[src/rtl/core/pwm_output_binding_table_unit_defines.svh]
// Assertion macros shared by the binding table RTL.
`ifndef PWM_OUTPUT_BINDING_TABLE_UNIT_DEFINES_SVH
`define PWM_OUTPUT_BINDING_TABLE_UNIT_DEFINES_SVH

// Same-cycle implication, sampled on clock, off while reset is high.
`define POBT_ASSERT_IMPL(name, ante, cons, msg) \
   name: assert property (@(posedge clock) disable iff (reset) (ante) |-> (cons)) \
      else $error(msg);

// Next-cycle implication, sampled on clock, off while reset is high.
`define POBT_ASSERT_NEXT(name, ante, cons, msg) \
   name: assert property (@(posedge clock) disable iff (reset) (ante) |=> (cons)) \
      else $error(msg);

`endif

[src/rtl/core/pobt_pkg.sv]
// Types, constants and helper functions of the output binding table.
package pobt_pkg;

   localparam int SLOT_COUNT  = 16;
   localparam int SLICE_COUNT = 8;
   localparam int PIN_COUNT   = 32;

   localparam int CMD_W    = 2;
   localparam int PIN_W    = 5;
   localparam int RATE_W   = 16;
   localparam int PULSE_W  = 16;
   localparam int WRAP_W   = 16;
   localparam int SLICE_OUT_W = 3;

   localparam int SLOT_W  = (SLOT_COUNT > 1) ? $clog2(SLOT_COUNT) : 1;
   localparam int CNT_W   = $clog2(SLOT_COUNT + 1);
   localparam int SLICE_W = (SLICE_COUNT > 1) ? $clog2(SLICE_COUNT) : 1;

   // pin compare width covers PIN_COUNT up to 127
   localparam int PIN_CMP_W = 7;
   localparam logic [PIN_CMP_W-1:0] PIN_LIMIT = PIN_CMP_W'(PIN_COUNT);

   // serial divide of the tick rate by the frame rate
   localparam int QUO_W   = 20;
   localparam int QCNT_W  = $clog2(QUO_W + 1);
   localparam logic [QUO_W-1:0] TICKS_PER_SEC = QUO_W'(1000000);
   localparam logic [QUO_W-1:0] MAX_PERIOD    = QUO_W'(65536);
   localparam logic [QUO_W-1:0] MIN_PERIOD    = QUO_W'(2);

   localparam logic [CMD_W-1:0] CMD_BIND    = 2'd0;
   localparam logic [CMD_W-1:0] CMD_RELEASE = 2'd1;
   localparam logic [CMD_W-1:0] CMD_WRITE   = 2'd2;

   localparam int PAIR_COUNT = 2 ** (PIN_W - 1);

   typedef struct packed {
      logic [PIN_W-1:0]  pin;
      logic [RATE_W-1:0] rate;
      logic [WRAP_W-1:0] wrap;
   } slot_entry_type;

   localparam int ENTRY_W = $bits(slot_entry_type);

   typedef logic [PAIR_COUNT-1:0][SLICE_W-1:0] slice_lut_type;

   function automatic slice_lut_type build_slice_lut();
      slice_lut_type t;
      for (int i = 0; i < PAIR_COUNT; i++) begin
         t[i] = SLICE_W'(i % SLICE_COUNT);
      end
      return t;
   endfunction

   localparam slice_lut_type SLICE_LUT = build_slice_lut();

   // slice = (pin >> 1) mod SLICE_COUNT, looked up
   function automatic logic [SLICE_W-1:0] slice_of(logic [PIN_W-1:0] pin);
      return SLICE_LUT[pin[PIN_W-1:1]];
   endfunction

endpackage

[src/rtl/core/pobt_slot_ram.sv]
// Generic single-write, single-read RAM with registered read data.
module pobt_slot_ram #(
   parameter int DEPTH = 16,
   parameter int WIDTH = 8,
   parameter int ADDR_W = (DEPTH > 1) ? $clog2(DEPTH) : 1
) (
   input  logic              clock,
   input  logic              wr_en,
   input  logic [ADDR_W-1:0] wr_addr,
   input  logic [WIDTH-1:0]  wr_data,
   input  logic              rd_en,
   input  logic [ADDR_W-1:0] rd_addr,
   output logic [WIDTH-1:0]  rd_data
);

   logic [WIDTH-1:0] mem [DEPTH];
   logic [WIDTH-1:0] rd_data_ff;

   always_ff @(posedge clock) begin
      if (wr_en) begin
         mem[wr_addr] <= wr_data;
      end
   end

   always_ff @(posedge clock) begin
      if (rd_en) begin
         rd_data_ff <= mem[rd_addr];
      end
   end

   assign rd_data = rd_data_ff;

endmodule

[src/rtl/core/pobt_div.sv]
// Restoring serial divider: tick rate over frame rate, one quotient bit a cycle.
module pobt_div (
   input  logic                        clock,
   input  logic                        reset,
   input  logic                        start,
   input  logic [pobt_pkg::RATE_W-1:0] divisor,
   output logic                        done,
   output logic [pobt_pkg::QUO_W-1:0]  quotient
);
   import pobt_pkg::*;

   logic              busy_ff, busy_in;
   logic              done_ff, done_in;
   logic [QCNT_W-1:0] cnt_ff, cnt_in;
   logic [QUO_W-1:0]  dvd_ff, dvd_in;
   logic [RATE_W-1:0] rem_ff, rem_in;
   logic [RATE_W-1:0] div_ff, div_in;
   logic [RATE_W:0]   rem_shift;
   logic              ge;

   always_comb begin
      rem_shift = {rem_ff, dvd_ff[QUO_W-1]};
      ge        = (rem_shift >= {1'b0, div_ff});
      busy_in   = busy_ff;
      done_in   = done_ff;
      cnt_in    = cnt_ff;
      dvd_in    = dvd_ff;
      rem_in    = rem_ff;
      div_in    = div_ff;
      if (start) begin
         busy_in = 1'b1;
         done_in = 1'b0;
         cnt_in  = '0;
         dvd_in  = TICKS_PER_SEC;
         rem_in  = '0;
         div_in  = divisor;
      end else if (busy_ff) begin
         // shift in one dividend bit, subtract when it fits
         dvd_in = {dvd_ff[QUO_W-2:0], ge};
         rem_in = ge ? RATE_W'(rem_shift - {1'b0, div_ff}) : RATE_W'(rem_shift);
         cnt_in = cnt_ff + QCNT_W'(1);
         if (cnt_ff == QCNT_W'(QUO_W - 1)) begin
            busy_in = 1'b0;
            done_in = 1'b1;
         end
      end
   end

   always_ff @(posedge clock) begin
      if (reset) begin
         busy_ff <= 1'b0;
         done_ff <= 1'b0;
         cnt_ff  <= '0;
      end else begin
         busy_ff <= busy_in;
         done_ff <= done_in;
         cnt_ff  <= cnt_in;
      end
   end

   always_ff @(posedge clock) begin
      dvd_ff <= dvd_in;
      rem_ff <= rem_in;
      div_ff <= div_in;
   end

   assign done     = done_ff;
   assign quotient = dvd_ff;

endmodule

[src/rtl/core/pwm_output_binding_table_unit.sv]
// Top level of the output pin binding table: sequencer, slot scan and result register.
//
//  channel | direction | handshake             | payload
//  --------+-----------+-----------------------+---------------------------------------------
//  req     | in        | req_valid / req_stall | req_cmd, req_pin, req_rate_hz, req_pulse_us
//  rsp     | out       | rsp_valid / rsp_stall | rsp_accepted ... rsp_level (one per item)
//
// An item runs from acceptance through the serial divide, which hides the 16-slot
// scan and its read latency, then enters decide and loads the result register;
// req_stall drops with that load, so a new item is taken only once the last result is loaded.
// Reset clears the slot valid bits at once; no clearing pass of the RAM.
// A result waiting under rsp_stall does not block the next item; only a
// second finished result waiting behind it holds the decide step.
`include "pwm_output_binding_table_unit_defines.svh"

module pwm_output_binding_table_unit (
   input  logic                             clock,
   input  logic                             reset,
   input  logic                             req_valid,
   output logic                             req_stall,
   input  logic [pobt_pkg::CMD_W-1:0]       req_cmd,
   input  logic [pobt_pkg::PIN_W-1:0]       req_pin,
   input  logic [pobt_pkg::RATE_W-1:0]      req_rate_hz,
   input  logic [pobt_pkg::PULSE_W-1:0]     req_pulse_us,
   output logic                             rsp_valid,
   input  logic                             rsp_stall,
   output logic                             rsp_accepted,
   output logic [pobt_pkg::SLICE_OUT_W-1:0] rsp_slice_index,
   output logic                             rsp_start_slice,
   output logic [pobt_pkg::WRAP_W-1:0]      rsp_slice_wrap,
   output logic                             rsp_stop_slice,
   output logic                             rsp_release_pin,
   output logic                             rsp_level_valid,
   output logic [pobt_pkg::WRAP_W-1:0]      rsp_level
);
   import pobt_pkg::*;

   localparam logic [1:0] ST_IDLE   = 2'd0;
   localparam logic [1:0] ST_RUN    = 2'd1;
   localparam logic [1:0] ST_DECIDE = 2'd2;

   logic [1:0] state_ff, state_in;

   // captured item
   logic [CMD_W-1:0]   cmd_ff, cmd_in;
   logic [PIN_W-1:0]   pin_ff, pin_in;
   logic [RATE_W-1:0]  rate_ff, rate_in;
   logic [PULSE_W-1:0] pulse_ff, pulse_in;
   logic [SLICE_W-1:0] slice_ff, slice_in;

   // slot scan
   logic [CNT_W-1:0]  scan_cnt_ff, scan_cnt_in;
   logic              rd_pend_ff, rd_pend_in;
   logic [SLOT_W-1:0] rd_idx_ff, rd_idx_in;
   logic              rd_used_ff, rd_used_in;
   logic              hit_ff, hit_in;
   logic [SLOT_W-1:0] hit_idx_ff, hit_idx_in;
   logic [RATE_W-1:0] hit_rate_ff, hit_rate_in;
   logic [WRAP_W-1:0] hit_wrap_ff, hit_wrap_in;
   logic              conflict_ff, conflict_in;
   logic              shared_ff, shared_in;
   logic              free_ok_ff, free_ok_in;
   logic [SLOT_W-1:0] free_idx_ff, free_idx_in;

   logic [SLOT_COUNT-1:0] used_ff, used_in;

   // result register
   logic                   rsp_valid_ff, rsp_valid_in;
   logic                   acc_ff, acc_in;
   logic [SLICE_OUT_W-1:0] sidx_ff, sidx_in;
   logic                   start_ff, start_in;
   logic [WRAP_W-1:0]      swrap_ff, swrap_in;
   logic                   stop_ff, stop_in;
   logic                   rel_ff, rel_in;
   logic                   lvalid_ff, lvalid_in;
   logic [WRAP_W-1:0]      level_ff, level_in;

   // RAM and divider hookup
   logic              ram_wr_en;
   logic [SLOT_W-1:0] ram_wr_addr;
   slot_entry_type    ram_wr_data;
   logic              ram_rd_en;
   logic [SLOT_W-1:0] ram_rd_addr;
   slot_entry_type    ram_rd_data;
   logic              div_done;
   logic [QUO_W-1:0]  div_quo;

   logic              accept;
   logic              scan_done;
   logic              out_free;
   logic              commit;
   logic              pin_ok;
   logic              wrap_ok;
   logic [WRAP_W-1:0] wrap_val;
   logic              rd_slice_eq;
   logic              do_bind, do_rel, do_write, rebind_ok;

   assign accept    = req_valid && !req_stall;
   assign req_stall = (state_ff != ST_IDLE);
   assign out_free  = !rsp_valid_ff || !rsp_stall;
   assign scan_done = (scan_cnt_ff == CNT_W'(SLOT_COUNT)) && !rd_pend_ff;
   assign commit    = (state_ff == ST_DECIDE) && out_free;

   pobt_slot_ram #(
      .DEPTH (SLOT_COUNT),
      .WIDTH (ENTRY_W),
      .ADDR_W(SLOT_W)
   ) u_slot_ram (
      .clock  (clock),
      .wr_en  (ram_wr_en),
      .wr_addr(ram_wr_addr),
      .wr_data(ram_wr_data),
      .rd_en  (ram_rd_en),
      .rd_addr(ram_rd_addr),
      .rd_data(ram_rd_data)
   );

   pobt_div u_div (
      .clock   (clock),
      .reset   (reset),
      .start   (accept),
      .divisor (req_rate_hz),
      .done    (div_done),
      .quotient(div_quo)
   );

   // Issue one slot read a cycle while scanning.
   always_comb begin
      ram_rd_en   = (state_ff == ST_RUN) && (scan_cnt_ff != CNT_W'(SLOT_COUNT));
      ram_rd_addr = scan_cnt_ff[SLOT_W-1:0];
   end

   assign rd_slice_eq = (slice_of(ram_rd_data.pin) == slice_ff);

   // Bind checks: period from the divider, wrap = period - 1.
   always_comb begin
      pin_ok   = ({2'b00, pin_ff} < PIN_LIMIT);
      wrap_ok  = (rate_ff != '0) && (div_quo >= MIN_PERIOD) && (div_quo <= MAX_PERIOD);
      wrap_val = WRAP_W'(div_quo - QUO_W'(1));
      do_bind   = 1'b0;
      rebind_ok = 1'b0;
      do_rel    = 1'b0;
      do_write  = 1'b0;
      case (cmd_ff)
         CMD_BIND: begin
            if (pin_ok && wrap_ok) begin
               if (hit_ff) begin
                  rebind_ok = (hit_rate_ff == rate_ff);
               end else if (!conflict_ff && free_ok_ff) begin
                  do_bind = 1'b1;
               end
            end
         end
         CMD_RELEASE: begin
            do_rel = pin_ok && hit_ff;
         end
         CMD_WRITE: begin
            do_write = pin_ok && hit_ff;
         end
         default: begin
         end
      endcase
   end

   always_comb begin
      ram_wr_en        = commit && do_bind;
      ram_wr_addr      = free_idx_ff;
      ram_wr_data.pin  = pin_ff;
      ram_wr_data.rate = rate_ff;
      ram_wr_data.wrap = wrap_val;
   end

   // Sequencer and scan accumulation.
   always_comb begin
      state_in    = state_ff;
      cmd_in      = cmd_ff;
      pin_in      = pin_ff;
      rate_in     = rate_ff;
      pulse_in    = pulse_ff;
      slice_in    = slice_ff;
      scan_cnt_in = scan_cnt_ff;
      rd_pend_in  = 1'b0;
      rd_idx_in   = rd_idx_ff;
      rd_used_in  = rd_used_ff;
      hit_in      = hit_ff;
      hit_idx_in  = hit_idx_ff;
      hit_rate_in = hit_rate_ff;
      hit_wrap_in = hit_wrap_ff;
      conflict_in = conflict_ff;
      shared_in   = shared_ff;
      free_ok_in  = free_ok_ff;
      free_idx_in = free_idx_ff;
      used_in     = used_ff;

      case (state_ff)
         ST_IDLE: begin
            if (accept) begin
               // capture the item and clear the scan results
               cmd_in      = req_cmd;
               pin_in      = req_pin;
               rate_in     = req_rate_hz;
               pulse_in    = req_pulse_us;
               slice_in    = slice_of(req_pin);
               scan_cnt_in = '0;
               hit_in      = 1'b0;
               conflict_in = 1'b0;
               shared_in   = 1'b0;
               free_ok_in  = 1'b0;
               state_in    = ST_RUN;
            end
         end
         ST_RUN: begin
            if (ram_rd_en) begin
               scan_cnt_in = scan_cnt_ff + CNT_W'(1);
               rd_pend_in  = 1'b1;
               rd_idx_in   = ram_rd_addr;
               rd_used_in  = used_ff[ram_rd_addr];
            end
            if (rd_pend_ff) begin
               if (!rd_used_ff) begin
                  // take the lowest free slot
                  if (!free_ok_ff) begin
                     free_ok_in  = 1'b1;
                     free_idx_in = rd_idx_ff;
                  end
               end else begin
                  if (ram_rd_data.pin == pin_ff && !hit_ff) begin
                     hit_in      = 1'b1;
                     hit_idx_in  = rd_idx_ff;
                     hit_rate_in = ram_rd_data.rate;
                     hit_wrap_in = ram_rd_data.wrap;
                  end
                  if (rd_slice_eq && ram_rd_data.rate != rate_ff) begin
                     conflict_in = 1'b1;
                  end
                  if (rd_slice_eq && ram_rd_data.pin != pin_ff) begin
                     shared_in = 1'b1;
                  end
               end
            end
            if (scan_done && div_done) begin
               state_in = ST_DECIDE;
            end
         end
         ST_DECIDE: begin
            // hold until the result register can take the item
            if (commit) begin
               if (do_bind) begin
                  used_in[free_idx_ff] = 1'b1;
               end
               if (do_rel) begin
                  used_in[hit_idx_ff] = 1'b0;
               end
               state_in = ST_IDLE;
            end
         end
         default: begin
            state_in = ST_IDLE;
         end
      endcase
   end

   // Result register.
   always_comb begin
      rsp_valid_in = rsp_valid_ff;
      acc_in       = acc_ff;
      sidx_in      = sidx_ff;
      start_in     = start_ff;
      swrap_in     = swrap_ff;
      stop_in      = stop_ff;
      rel_in       = rel_ff;
      lvalid_in    = lvalid_ff;
      level_in     = level_ff;
      if (commit) begin
         rsp_valid_in = 1'b1;
         acc_in       = do_bind || rebind_ok || do_rel || do_write;
         sidx_in      = SLICE_OUT_W'(slice_ff);
         start_in     = do_bind;
         swrap_in     = do_bind ? wrap_val : '0;
         stop_in      = do_rel && !shared_ff;
         rel_in       = do_rel;
         lvalid_in    = do_bind || do_rel || do_write;
         // clamp the pulse to the wrap on write
         if (do_write) begin
            level_in = (pulse_ff > hit_wrap_ff) ? hit_wrap_ff : pulse_ff;
         end else begin
            level_in = '0;
         end
      end else if (!rsp_stall) begin
         rsp_valid_in = 1'b0;
      end
   end

   always_ff @(posedge clock) begin
      if (reset) begin
         state_ff     <= ST_IDLE;
         rd_pend_ff   <= 1'b0;
         used_ff      <= '0;
         rsp_valid_ff <= 1'b0;
      end else begin
         state_ff     <= state_in;
         rd_pend_ff   <= rd_pend_in;
         used_ff      <= used_in;
         rsp_valid_ff <= rsp_valid_in;
      end
   end

   always_ff @(posedge clock) begin
      cmd_ff      <= cmd_in;
      pin_ff      <= pin_in;
      rate_ff     <= rate_in;
      pulse_ff    <= pulse_in;
      slice_ff    <= slice_in;
      scan_cnt_ff <= scan_cnt_in;
      rd_idx_ff   <= rd_idx_in;
      rd_used_ff  <= rd_used_in;
      hit_ff      <= hit_in;
      hit_idx_ff  <= hit_idx_in;
      hit_rate_ff <= hit_rate_in;
      hit_wrap_ff <= hit_wrap_in;
      conflict_ff <= conflict_in;
      shared_ff   <= shared_in;
      free_ok_ff  <= free_ok_in;
      free_idx_ff <= free_idx_in;
      acc_ff      <= acc_in;
      sidx_ff     <= sidx_in;
      start_ff    <= start_in;
      swrap_ff    <= swrap_in;
      stop_ff     <= stop_in;
      rel_ff      <= rel_in;
      lvalid_ff   <= lvalid_in;
      level_ff    <= level_in;
   end

   assign rsp_valid       = rsp_valid_ff;
   assign rsp_accepted    = acc_ff;
   assign rsp_slice_index = sidx_ff;
   assign rsp_start_slice = start_ff;
   assign rsp_slice_wrap  = swrap_ff;
   assign rsp_stop_slice  = stop_ff;
   assign rsp_release_pin = rel_ff;
   assign rsp_level_valid = lvalid_ff;
   assign rsp_level       = level_ff;

   `POBT_ASSERT_IMPL(a_start_is_bind, rsp_valid && rsp_start_slice,
      rsp_accepted && rsp_level_valid && !rsp_release_pin,
      "slice start without an accepted bind")
   `POBT_ASSERT_IMPL(a_stop_needs_release, rsp_valid && rsp_stop_slice,
      rsp_release_pin && rsp_accepted, "slice stop without a pin release")
   `POBT_ASSERT_NEXT(a_used_one_step, 1'b1,
      $countones(used_ff) <= $countones($past(used_ff)) + 1,
      "more than one slot taken in a cycle")
   `POBT_ASSERT_NEXT(a_accept_starts_run, accept, state_ff == ST_RUN && !div_done,
      "accepted item did not start the scan and divide")

endmodule

[config.mk]
export PLATFORM = sky130hd
export DESIGN_NAME = pwm_output_binding_table_unit
export DESIGN_NICKNAME = d
export VERILOG_FILES = /design/src/rtl/core/pobt_pkg.sv /design/src/rtl/core/pobt_slot_ram.sv /design/src/rtl/core/pobt_div.sv /design/src/rtl/core/pwm_output_binding_table_unit.sv
export VERILOG_INCLUDE_DIRS = /design/src /design/src/rtl/core
export SDC_FILE = /design/constraint.sdc
export NUM_CORES = 1
export LEC_CHECK = 0
export ABC_CLOCK_PERIOD_IN_PS = 5200
export BUFFER_PORTS_ARGS = -buffer_cell sky130_fd_sc_hd__buf_2
export CAP_MARGIN = 20
export CORE_AREA = 2 2 216 378
export DETAILED_ROUTE_END_ITERATION = 10
export DIE_AREA = 0 0 218 380
export PLACE_DENSITY_LB_ADDON = 0.15
export SLEW_MARGIN = 30
export SYNTH_ARGS = -nofsm -noshare
export SYNTH_HDL_FRONTEND = slang
export SYNTH_SLANG_ARGS = --single-unit
[constraint.sdc]
create_clock -name clock -period 5.2 [get_ports clock]
set_input_delay 0.26 -clock clock [delete_from_list [all_inputs] [get_ports clock]]
set_output_delay 0.26 -clock clock [all_outputs]
set_load 0.005 [all_outputs]
Yosys cells after proc, flatten, opt, wreduce, memory -nomap -nowiden

Memories as Yosys holds them, arrays and structs flattened. A register that Yosys moved wholly into a read port is not among the register bits.
Cells that the tools add are included.

Add/sub/neg operators: 4
Magnitude comparators: 10
Eq/ne operators: 23
Mux-type cells: 53
Bitwise gates (word level): 6
Reductions and logical operators: 47

Operator list:

| kind                                                                                  | count |
|---|---|
| 16-bit two-way mux                                                                    | 6 |
| 1-bit two-way mux                                                                     | 32 |
| 20-bit by 2-bit greater-or-equal comparator with 1-bit output (second input constant) | 1 |
| 20-bit by 17-bit less-or-equal comparator with 1-bit output (second input constant)   | 1 |
| 4-bit by 5-bit < comparator with 1-bit output (second input constant)                 | 4 |
| 17-bit by 16-bit greater-or-equal comparator with 1-bit output                        | 1 |
| 16-bit AND                                                                            | 1 |
| 16-bit == test                                                                        | 1 |
| 16-bit > comparator                                                                   | 1 |
| 16-bit inequality test                                                                | 1 |
| 16-bit NOT                                                                            | 1 |
| 16-bit OR                                                                             | 1 |
| 16-bit nonzero test                                                                   | 1 |
| 16-bit by 1-bit subtractor with 16-bit output (second input constant)                 | 1 |
| 16-bit subtractor                                                                     | 1 |
| 1-bit logical AND                                                                     | 15 |
| 5-bit AND reduction                                                                   | 3 |
| 2-bit inequality test (second input constant)                                         | 6 |
| 4-bit AND reduction                                                                   | 3 |
| 5-bit by 1-bit adder with 5-bit output (second input constant)                        | 2 |
| 5-bit == test (second input constant)                                                 | 2 |
| 5-bit two-way mux                                                                     | 2 |
| 2-bit by 1-bit inequality test with 1-bit output (second input constant)              | 5 |
| 5-bit one-hot mux with 2 select lines                                                 | 1 |
| other kinds (21)                                                                      | 50 |

Register bits after elaboration: 212
RAM bits: 592
Bits in read-only memories: 96
Bits of input ports: 43
Output and inout port bits: 42
Logic and storage cells: 179
Memories: 3

Memories:

| name            | depth | bits a word | read ports | clocked after Yosys merged registers in | write ports | RTL line            | text |
|---|---|---|---|---|---|---|---|
| u_slot_ram.mem  | 16    | 37          | 1          | 1                                       | 1           | pobt_slot_ram.sv:16 | `logic [WIDTH-1:0] mem [DEPTH];` |
| (no name shown) | 16    | 3           | 1          | 1                                       | 0           | pobt_pkg.sv:58      | `return SLICE_LUT[pin[PIN_W-1:1]];` |
| (no name shown) | 16    | 3           | 1          | 0                                       | 0           | pobt_pkg.sv:58      |  |

Longest topological paths before layout

Word-level depth: 11
Mapped depth: 12
Gate-level depth less buffers: 10

Hierarchy

Synthesis repeated with hierarchy kept, for this count alone.

Cell total of the unflattened synthesis: 1,817
Area, all modules: 33,327.0 µm²

Modules (own cells, without submodules):

| module                        | times used | cells each | area each (µm²) | sequential area each (µm²) |
|---|---|---|---|---|
| pobt_slot_ram                 | 1          | 963        | 23,312.4        | 18,888.1 |
| pwm_output_binding_table_unit | 1          | 541        | 6,939.2         | 4,394.2 |
| pobt_div                      | 1          | 313        | 3,075.4         | 1,341.3 |

Worst setup path after synthesis

Ideal clock, no wire load.

Kind: reg2reg
Start: register u_div.dvd_ff[10], in the netlist u_div.quotient[10]
End: memory u_slot_ram.mem[4][0] in the netlist's numbering (enable)
Setup time: 477 ps
Arrival: 4,663 ps
Required time: 4,723 ps
Slack: 60 ps
Cell stages (with the launch flop): 9
Path buffers: 1
Period minus slack after synthesis: 5,140 ps
Cell sequence: dfxtp_1 buf_6 or4_4 or4_4 nor3_4 a41oi_4 nor2_1 nand3_1 nor3_1

Word-level cells in the longest chain between the ends: 8
Elaborated cells on any way between the ends: 9
Classes of those cells: order compare: 2; mux: 4; reduce/logical: 3

RTL lines:

| what                                                          | RTL line                             | text |
|---|---|---|
| from (decl)                                                   | pobt_div.sv:15                       | `logic [QUO_W-1:0] dvd_ff, dvd_in;` |
| from (signal assigned)                                        | pobt_div.sv:62                       | `dvd_ff <= dvd_in;` |
| 20-bit by 2-bit greater-or-equal comparator with 1-bit output | pwm_output_binding_table_unit.sv:138 | `wrap_ok = (rate_ff != '0) && (div_quo >= MIN_PERIOD) && (div_quo <= MAX_PERIOD);` |
| 1-bit logical AND                                             | pwm_output_binding_table_unit.sv:138 |  |
| 1-bit logical AND *                                           | pwm_output_binding_table_unit.sv:138 |  |
| 1-bit two-way mux *                                           | pwm_output_binding_table_unit.sv:146 | `if (pin_ok && wrap_ok) begin` |
| 1-bit two-way mux *                                           | pwm_output_binding_table_unit.sv:144 | `case (cmd_ff)` |
| 1-bit logical AND *                                           | pwm_output_binding_table_unit.sv:166 | `ram_wr_en = commit && do_bind;` |
| 1-bit two-way mux *                                           | pobt_slot_ram.sv:20                  | `if (wr_en) begin` |
| 1-bit two-way mux (not written as such) *                     | pobt_slot_ram.sv:21                  | `mem[wr_addr] <= wr_data;` |
| to (decl)                                                     | pobt_slot_ram.sv:16                  |  |

Mark *: on every way between the ends. The rest lies on a longest branch, timed or not.

==> impl_metrics.json <==
{
  "run_status": "finished clean",
  "post_synth_inst_count": 1671,
  "timing.critical_path.arrival_ns": 4.42,
  "ys_ff_latch": 825,
  "via_count": 16200,
  "synth.avg_cell_area_um2": 19.5,
  "place.gp.congestion": 0.795,
  "finalCriticalPeriod_ns": 4.09,
  "postCtsSetupBuffers": 0,
  "area_growth_pct": 16.2,
  "antenna_violating_nets_left": 0,
  "core_um2": 79500,
  "post-route-drc-count": 0,
  "timing_hold_violations_final": 0,
  "min_period_over_period_pct": 78.7,
  "die_area_um2": 82800,
  "initial_antenna_violation_count": 1,
  "ys_async_sr_fraction_pct": 0,
  "clock_root_buffer": "sky130_fd_sc_hd__clkbuf_16",
  "cts_buffers": 79,
  "chipWidth_um": 218,
  "timing.setup.tns_ns": 0,
  "place.detailed.hpwl_um": 47600,
  "number_of_warnings_issued_by_yosys": 0,
  "portBuffers": 84,
  "mappedNetlistArea_um2": 32500,
  "numPlacedInstances": 2791,
  "layout-drive-gt1-share_pct": 25.6,
  "worst_setup_path_start_kind": "register",
  "timing.critical_path.to_type": "register",
  "post_synth_and_or_nand_nor_area_fraction_pct": 4.14,
  "worst_endpoint_required_time_ns": 5.53,
  "yosys_most_used_dff": "sky130_fd_sc_hd__edfxtp_1",
  "boundaryPins": 85,
  "synth_area_leaders": "sky130_fd_sc_hd__edfxtp_1 (70%), sky130_fd_sc_hd__mux4_2 (13%), sky130_fd_sc_hd__dfxtp_1 (3.9%)",
  "p_per_area_nw_per_um2": 392,
  "seq_total_area_yosys_pct": 74.2,
  "resize_count_post_cts": 0,
  "antenna_cells_inserted": 0,
  "postPlaceCellArea_um2": 34800,
  "largest_family_of_logic_cells_by_synthesized_area": "multiplexers",
  "worstRegToRegCells": 9,
  "worst_skew_pair_latency_ns": 0.65,
  "cap_violations": 0,
  "finalWirelength_um": 76100,
  "layoutNonFillerInstCount": 2979,
  "cts_sinks": 825,
  "via_count_of_the_first_global_routing_pass": 17300,
  "grt_first_pass_wirelength_um": 113000,
  "worst-slew-pin-transition_ns": 0.966,
  "synth_cell_types": 60,
  "drt_iter0_drcs": 1120,
  "total_leakage_power_uw": 0.0124,
  "cts_htree_levels": 3,
  "grt.total_usage_pct": 18.8,
  "drtPass1Iterations": 5,
  "final_nets": 1954,
  "maxClockFrequency_mhz": 244,
  "clock_slew_seen_by_the_registers_of_the_worst_setup_and_hold_paths_ns": 0.06,
  "xor_xnor_fraction_of_synth_area_pct": 1.86,
  "synth_fp_nets": 1752,
  "crit_path_category": "reg2reg",
  "timing.final.setup_violations": 0,
  "mux_contribution_to_synthesized_area_pct": 14.2,
  "post-synth-top-area-cell": "sky130_fd_sc_hd__edfxtp_1",
  "synth_enable_flop_cells": 762,
  "final_max_slew_viol_count": 0,
  "grt-ovfl-total": 0,
  "clk_path_buf_depth": 3,
  "hold_path_depth": 2,
  "finalClockSkew_ns": 0.0275,
  "die_height_um": 380,
  "via_per_inst": 5.42,
  "share_of_yosys_cell_area_claimed_by_the_top_area_cell_type_pct": 70.4,
  "fraction_of_the_mapped_netlist_area_in_compound_gates_pct": 2.62,
  "rsz0062_at_grt": "no",
  "critPathMaxFanout": 20,
  "largest_net_degree_at_the_start_of_global_routing": 94,
  "cts_tree": "built",
  "relSlewSlack_pct": 35.5,
  "worst_ir_drop_vdd_mv": 0.272,
  "wl_per_cell_um": 25.6,
  "initial_core_util_pct": 40.9,
  "worstHoldPathType": "in2reg",
  "synth_adder_area_share_pct": 1.48,
  "finish.instance_area_um2": 37800,
  "core_rows": 137
}
[flip-flops by register name, summed over array words and instances, names as in the netlist, 16 cells and up]
name                count
u_slot_ram.rd_data     37
u_div.quotient         20
hit_rate_ff            16
hit_wrap_ff            16
used_ff                16
u_slot_ram.mem        592
rsp_slice_wrap         16
pulse_ff               16
u_div.rem_ff           16
rsp_level              16
[power by group]
part | switching, uW | internal [uW]
Clock | 2480 | 3270
Combinational | 844 | 601
Sequential | 121 | 7500
[layer usage]
| layer | global-route usage [%] | vias to the layer above | routed length [um] |
|---|---|---|---|
| met5 | 0 | - | 0 |
| met2 | 33.8 | 362 | 40900 |
| li1 | - | 7122 | - |
| met3 | 2.94 | 97 | 2830 |
| met4 | 5.56 | 0 | 1610 |
| met1 | 23.2 | 8579 | 30800 |
[worst max-delay path, stage by stage (launching register included)]
cell                       delay (ns)
sky130_fd_sc_hd__edfxtp_1        0.85
sky130_fd_sc_hd__nor4_1          0.14
sky130_fd_sc_hd__a41oi_1         0.46
sky130_fd_sc_hd__buf_4           0.22
sky130_fd_sc_hd__o311a_1         0.21
sky130_fd_sc_hd__a41oi_4         0.08
sky130_fd_sc_hd__nor2_1          0.27
sky130_fd_sc_hd__nand3_1         0.34
sky130_fd_sc_hd__nor2_4          0.83
sky130_fd_sc_hd__buf_4           0.34
[layout by cell type, fill, tap and decap left out, types with 12 or more instances in the layout]
cell	count
sky130_fd_sc_hd__buf_2	84
sky130_fd_sc_hd__buf_4	49
sky130_fd_sc_hd__clkinv_1	18
sky130_fd_sc_hd__mux2i_1	34
sky130_fd_sc_hd__mux4_2	190
sky130_fd_sc_hd__a21oi_1	39
sky130_fd_sc_hd__ha_1	37
sky130_fd_sc_hd__dfxtp_1	62
sky130_fd_sc_hd__a31oi_1	19
sky130_fd_sc_hd__nand2_1	61
sky130_fd_sc_hd__nand3_1	14
sky130_fd_sc_hd__dlygate4sd3_1	42
sky130_fd_sc_hd__clkbuf_16	81
sky130_fd_sc_hd__o21ai_0	24
sky130_fd_sc_hd__xnor2_1	24
sky130_fd_sc_hd__nor2_1	62
sky130_fd_sc_hd__o21a_1	14
sky130_fd_sc_hd__nor3_1	14
sky130_fd_sc_hd__edfxtp_1	762
sky130_fd_sc_hd__nor4_1	14
sky130_fd_sc_hd__and2_1	17
sky130_fd_sc_hd__xor2_1	38
sky130_fd_sc_hd__inv_1	49
sky130_fd_sc_hd__clkbuf_1	12
[cell type report]
class | count | area (um^2)
sequential | 825 | 24100
fill | 6739 | 41800
multi-input combinational | 724 | 8090
inverter | 53 | 204
timing repair buffer | 190 | 1480
tap | 1042 | 1300
clock inverter | 52 | 488
clock buffer | 93 | 2070
[logic make-up after synthesis]
group | count (synthesis)
AO/OA/AOI/OAI | 133
XOR/XNOR | 69
adder cells (fa/ha/maj) | 38
buffers and inverters | 122
flip-flops | 825
multiplexers | 224
AND/OR/NAND/NOR | 260
[cell usage after synthesis, types with 15 or more instances]
master	number
sky130_fd_sc_hd__a21oi_1	40
sky130_fd_sc_hd__a31oi_1	19
sky130_fd_sc_hd__and2_1	17
sky130_fd_sc_hd__buf_1	16
sky130_fd_sc_hd__clkbuf_1	51
sky130_fd_sc_hd__dfxtp_1	63
sky130_fd_sc_hd__edfxtp_1	762
sky130_fd_sc_hd__ha_1	37
sky130_fd_sc_hd__inv_1	51
sky130_fd_sc_hd__mux2i_1	34
sky130_fd_sc_hd__mux4_2	190
sky130_fd_sc_hd__nand2_1	61
sky130_fd_sc_hd__nor2_1	66
sky130_fd_sc_hd__nor3_1	15
sky130_fd_sc_hd__o21ai_0	24
sky130_fd_sc_hd__xnor2_1	27
sky130_fd_sc_hd__xor2_1	42
[worst paths after layout]
kind	from	endpoint	slack [ns]
worst max-delay path	u_div.div_ff[8]$_DFFE_PP_	u_slot_ram.mem[5][27]$_DFFE_PP_	1.11
worst min-delay path	req_rate_hz[1]	u_div.div_ff[1]$_DFFE_PP_	0.33
worst max register to register	u_div.div_ff[8]$_DFFE_PP_	u_slot_ram.mem[5][27]$_DFFE_PP_	1.11
worst min register to register	u_slot_ram.rd_data[13]$_DFFE_PP_	hit_wrap_ff[13]$_DFFE_PP_	0.42
[what timing repair did]
action	4_1_cts	5_1_grt
endpoints found under the hold margin	43	0
hold buffers	42	0
setup endpoints to repair	0	0
[metrics by stage]
step           hold WS [ns]  utilization, %  total power [uW]  setup WS, ns
6_report              0.334            47.5             14800          1.11
5_1_grt               0.312            47.5             15300         0.926
4_1_cts               0.278            47.4             15000          1.03
3_5_place_dp          0.405            43.7              9210          1.06
3_3_place_gp          0.401            43.6              9180          1.16
2_1_floorplan         0.359               -              8660        0.0596
Power figures use the tool's default switching activity.
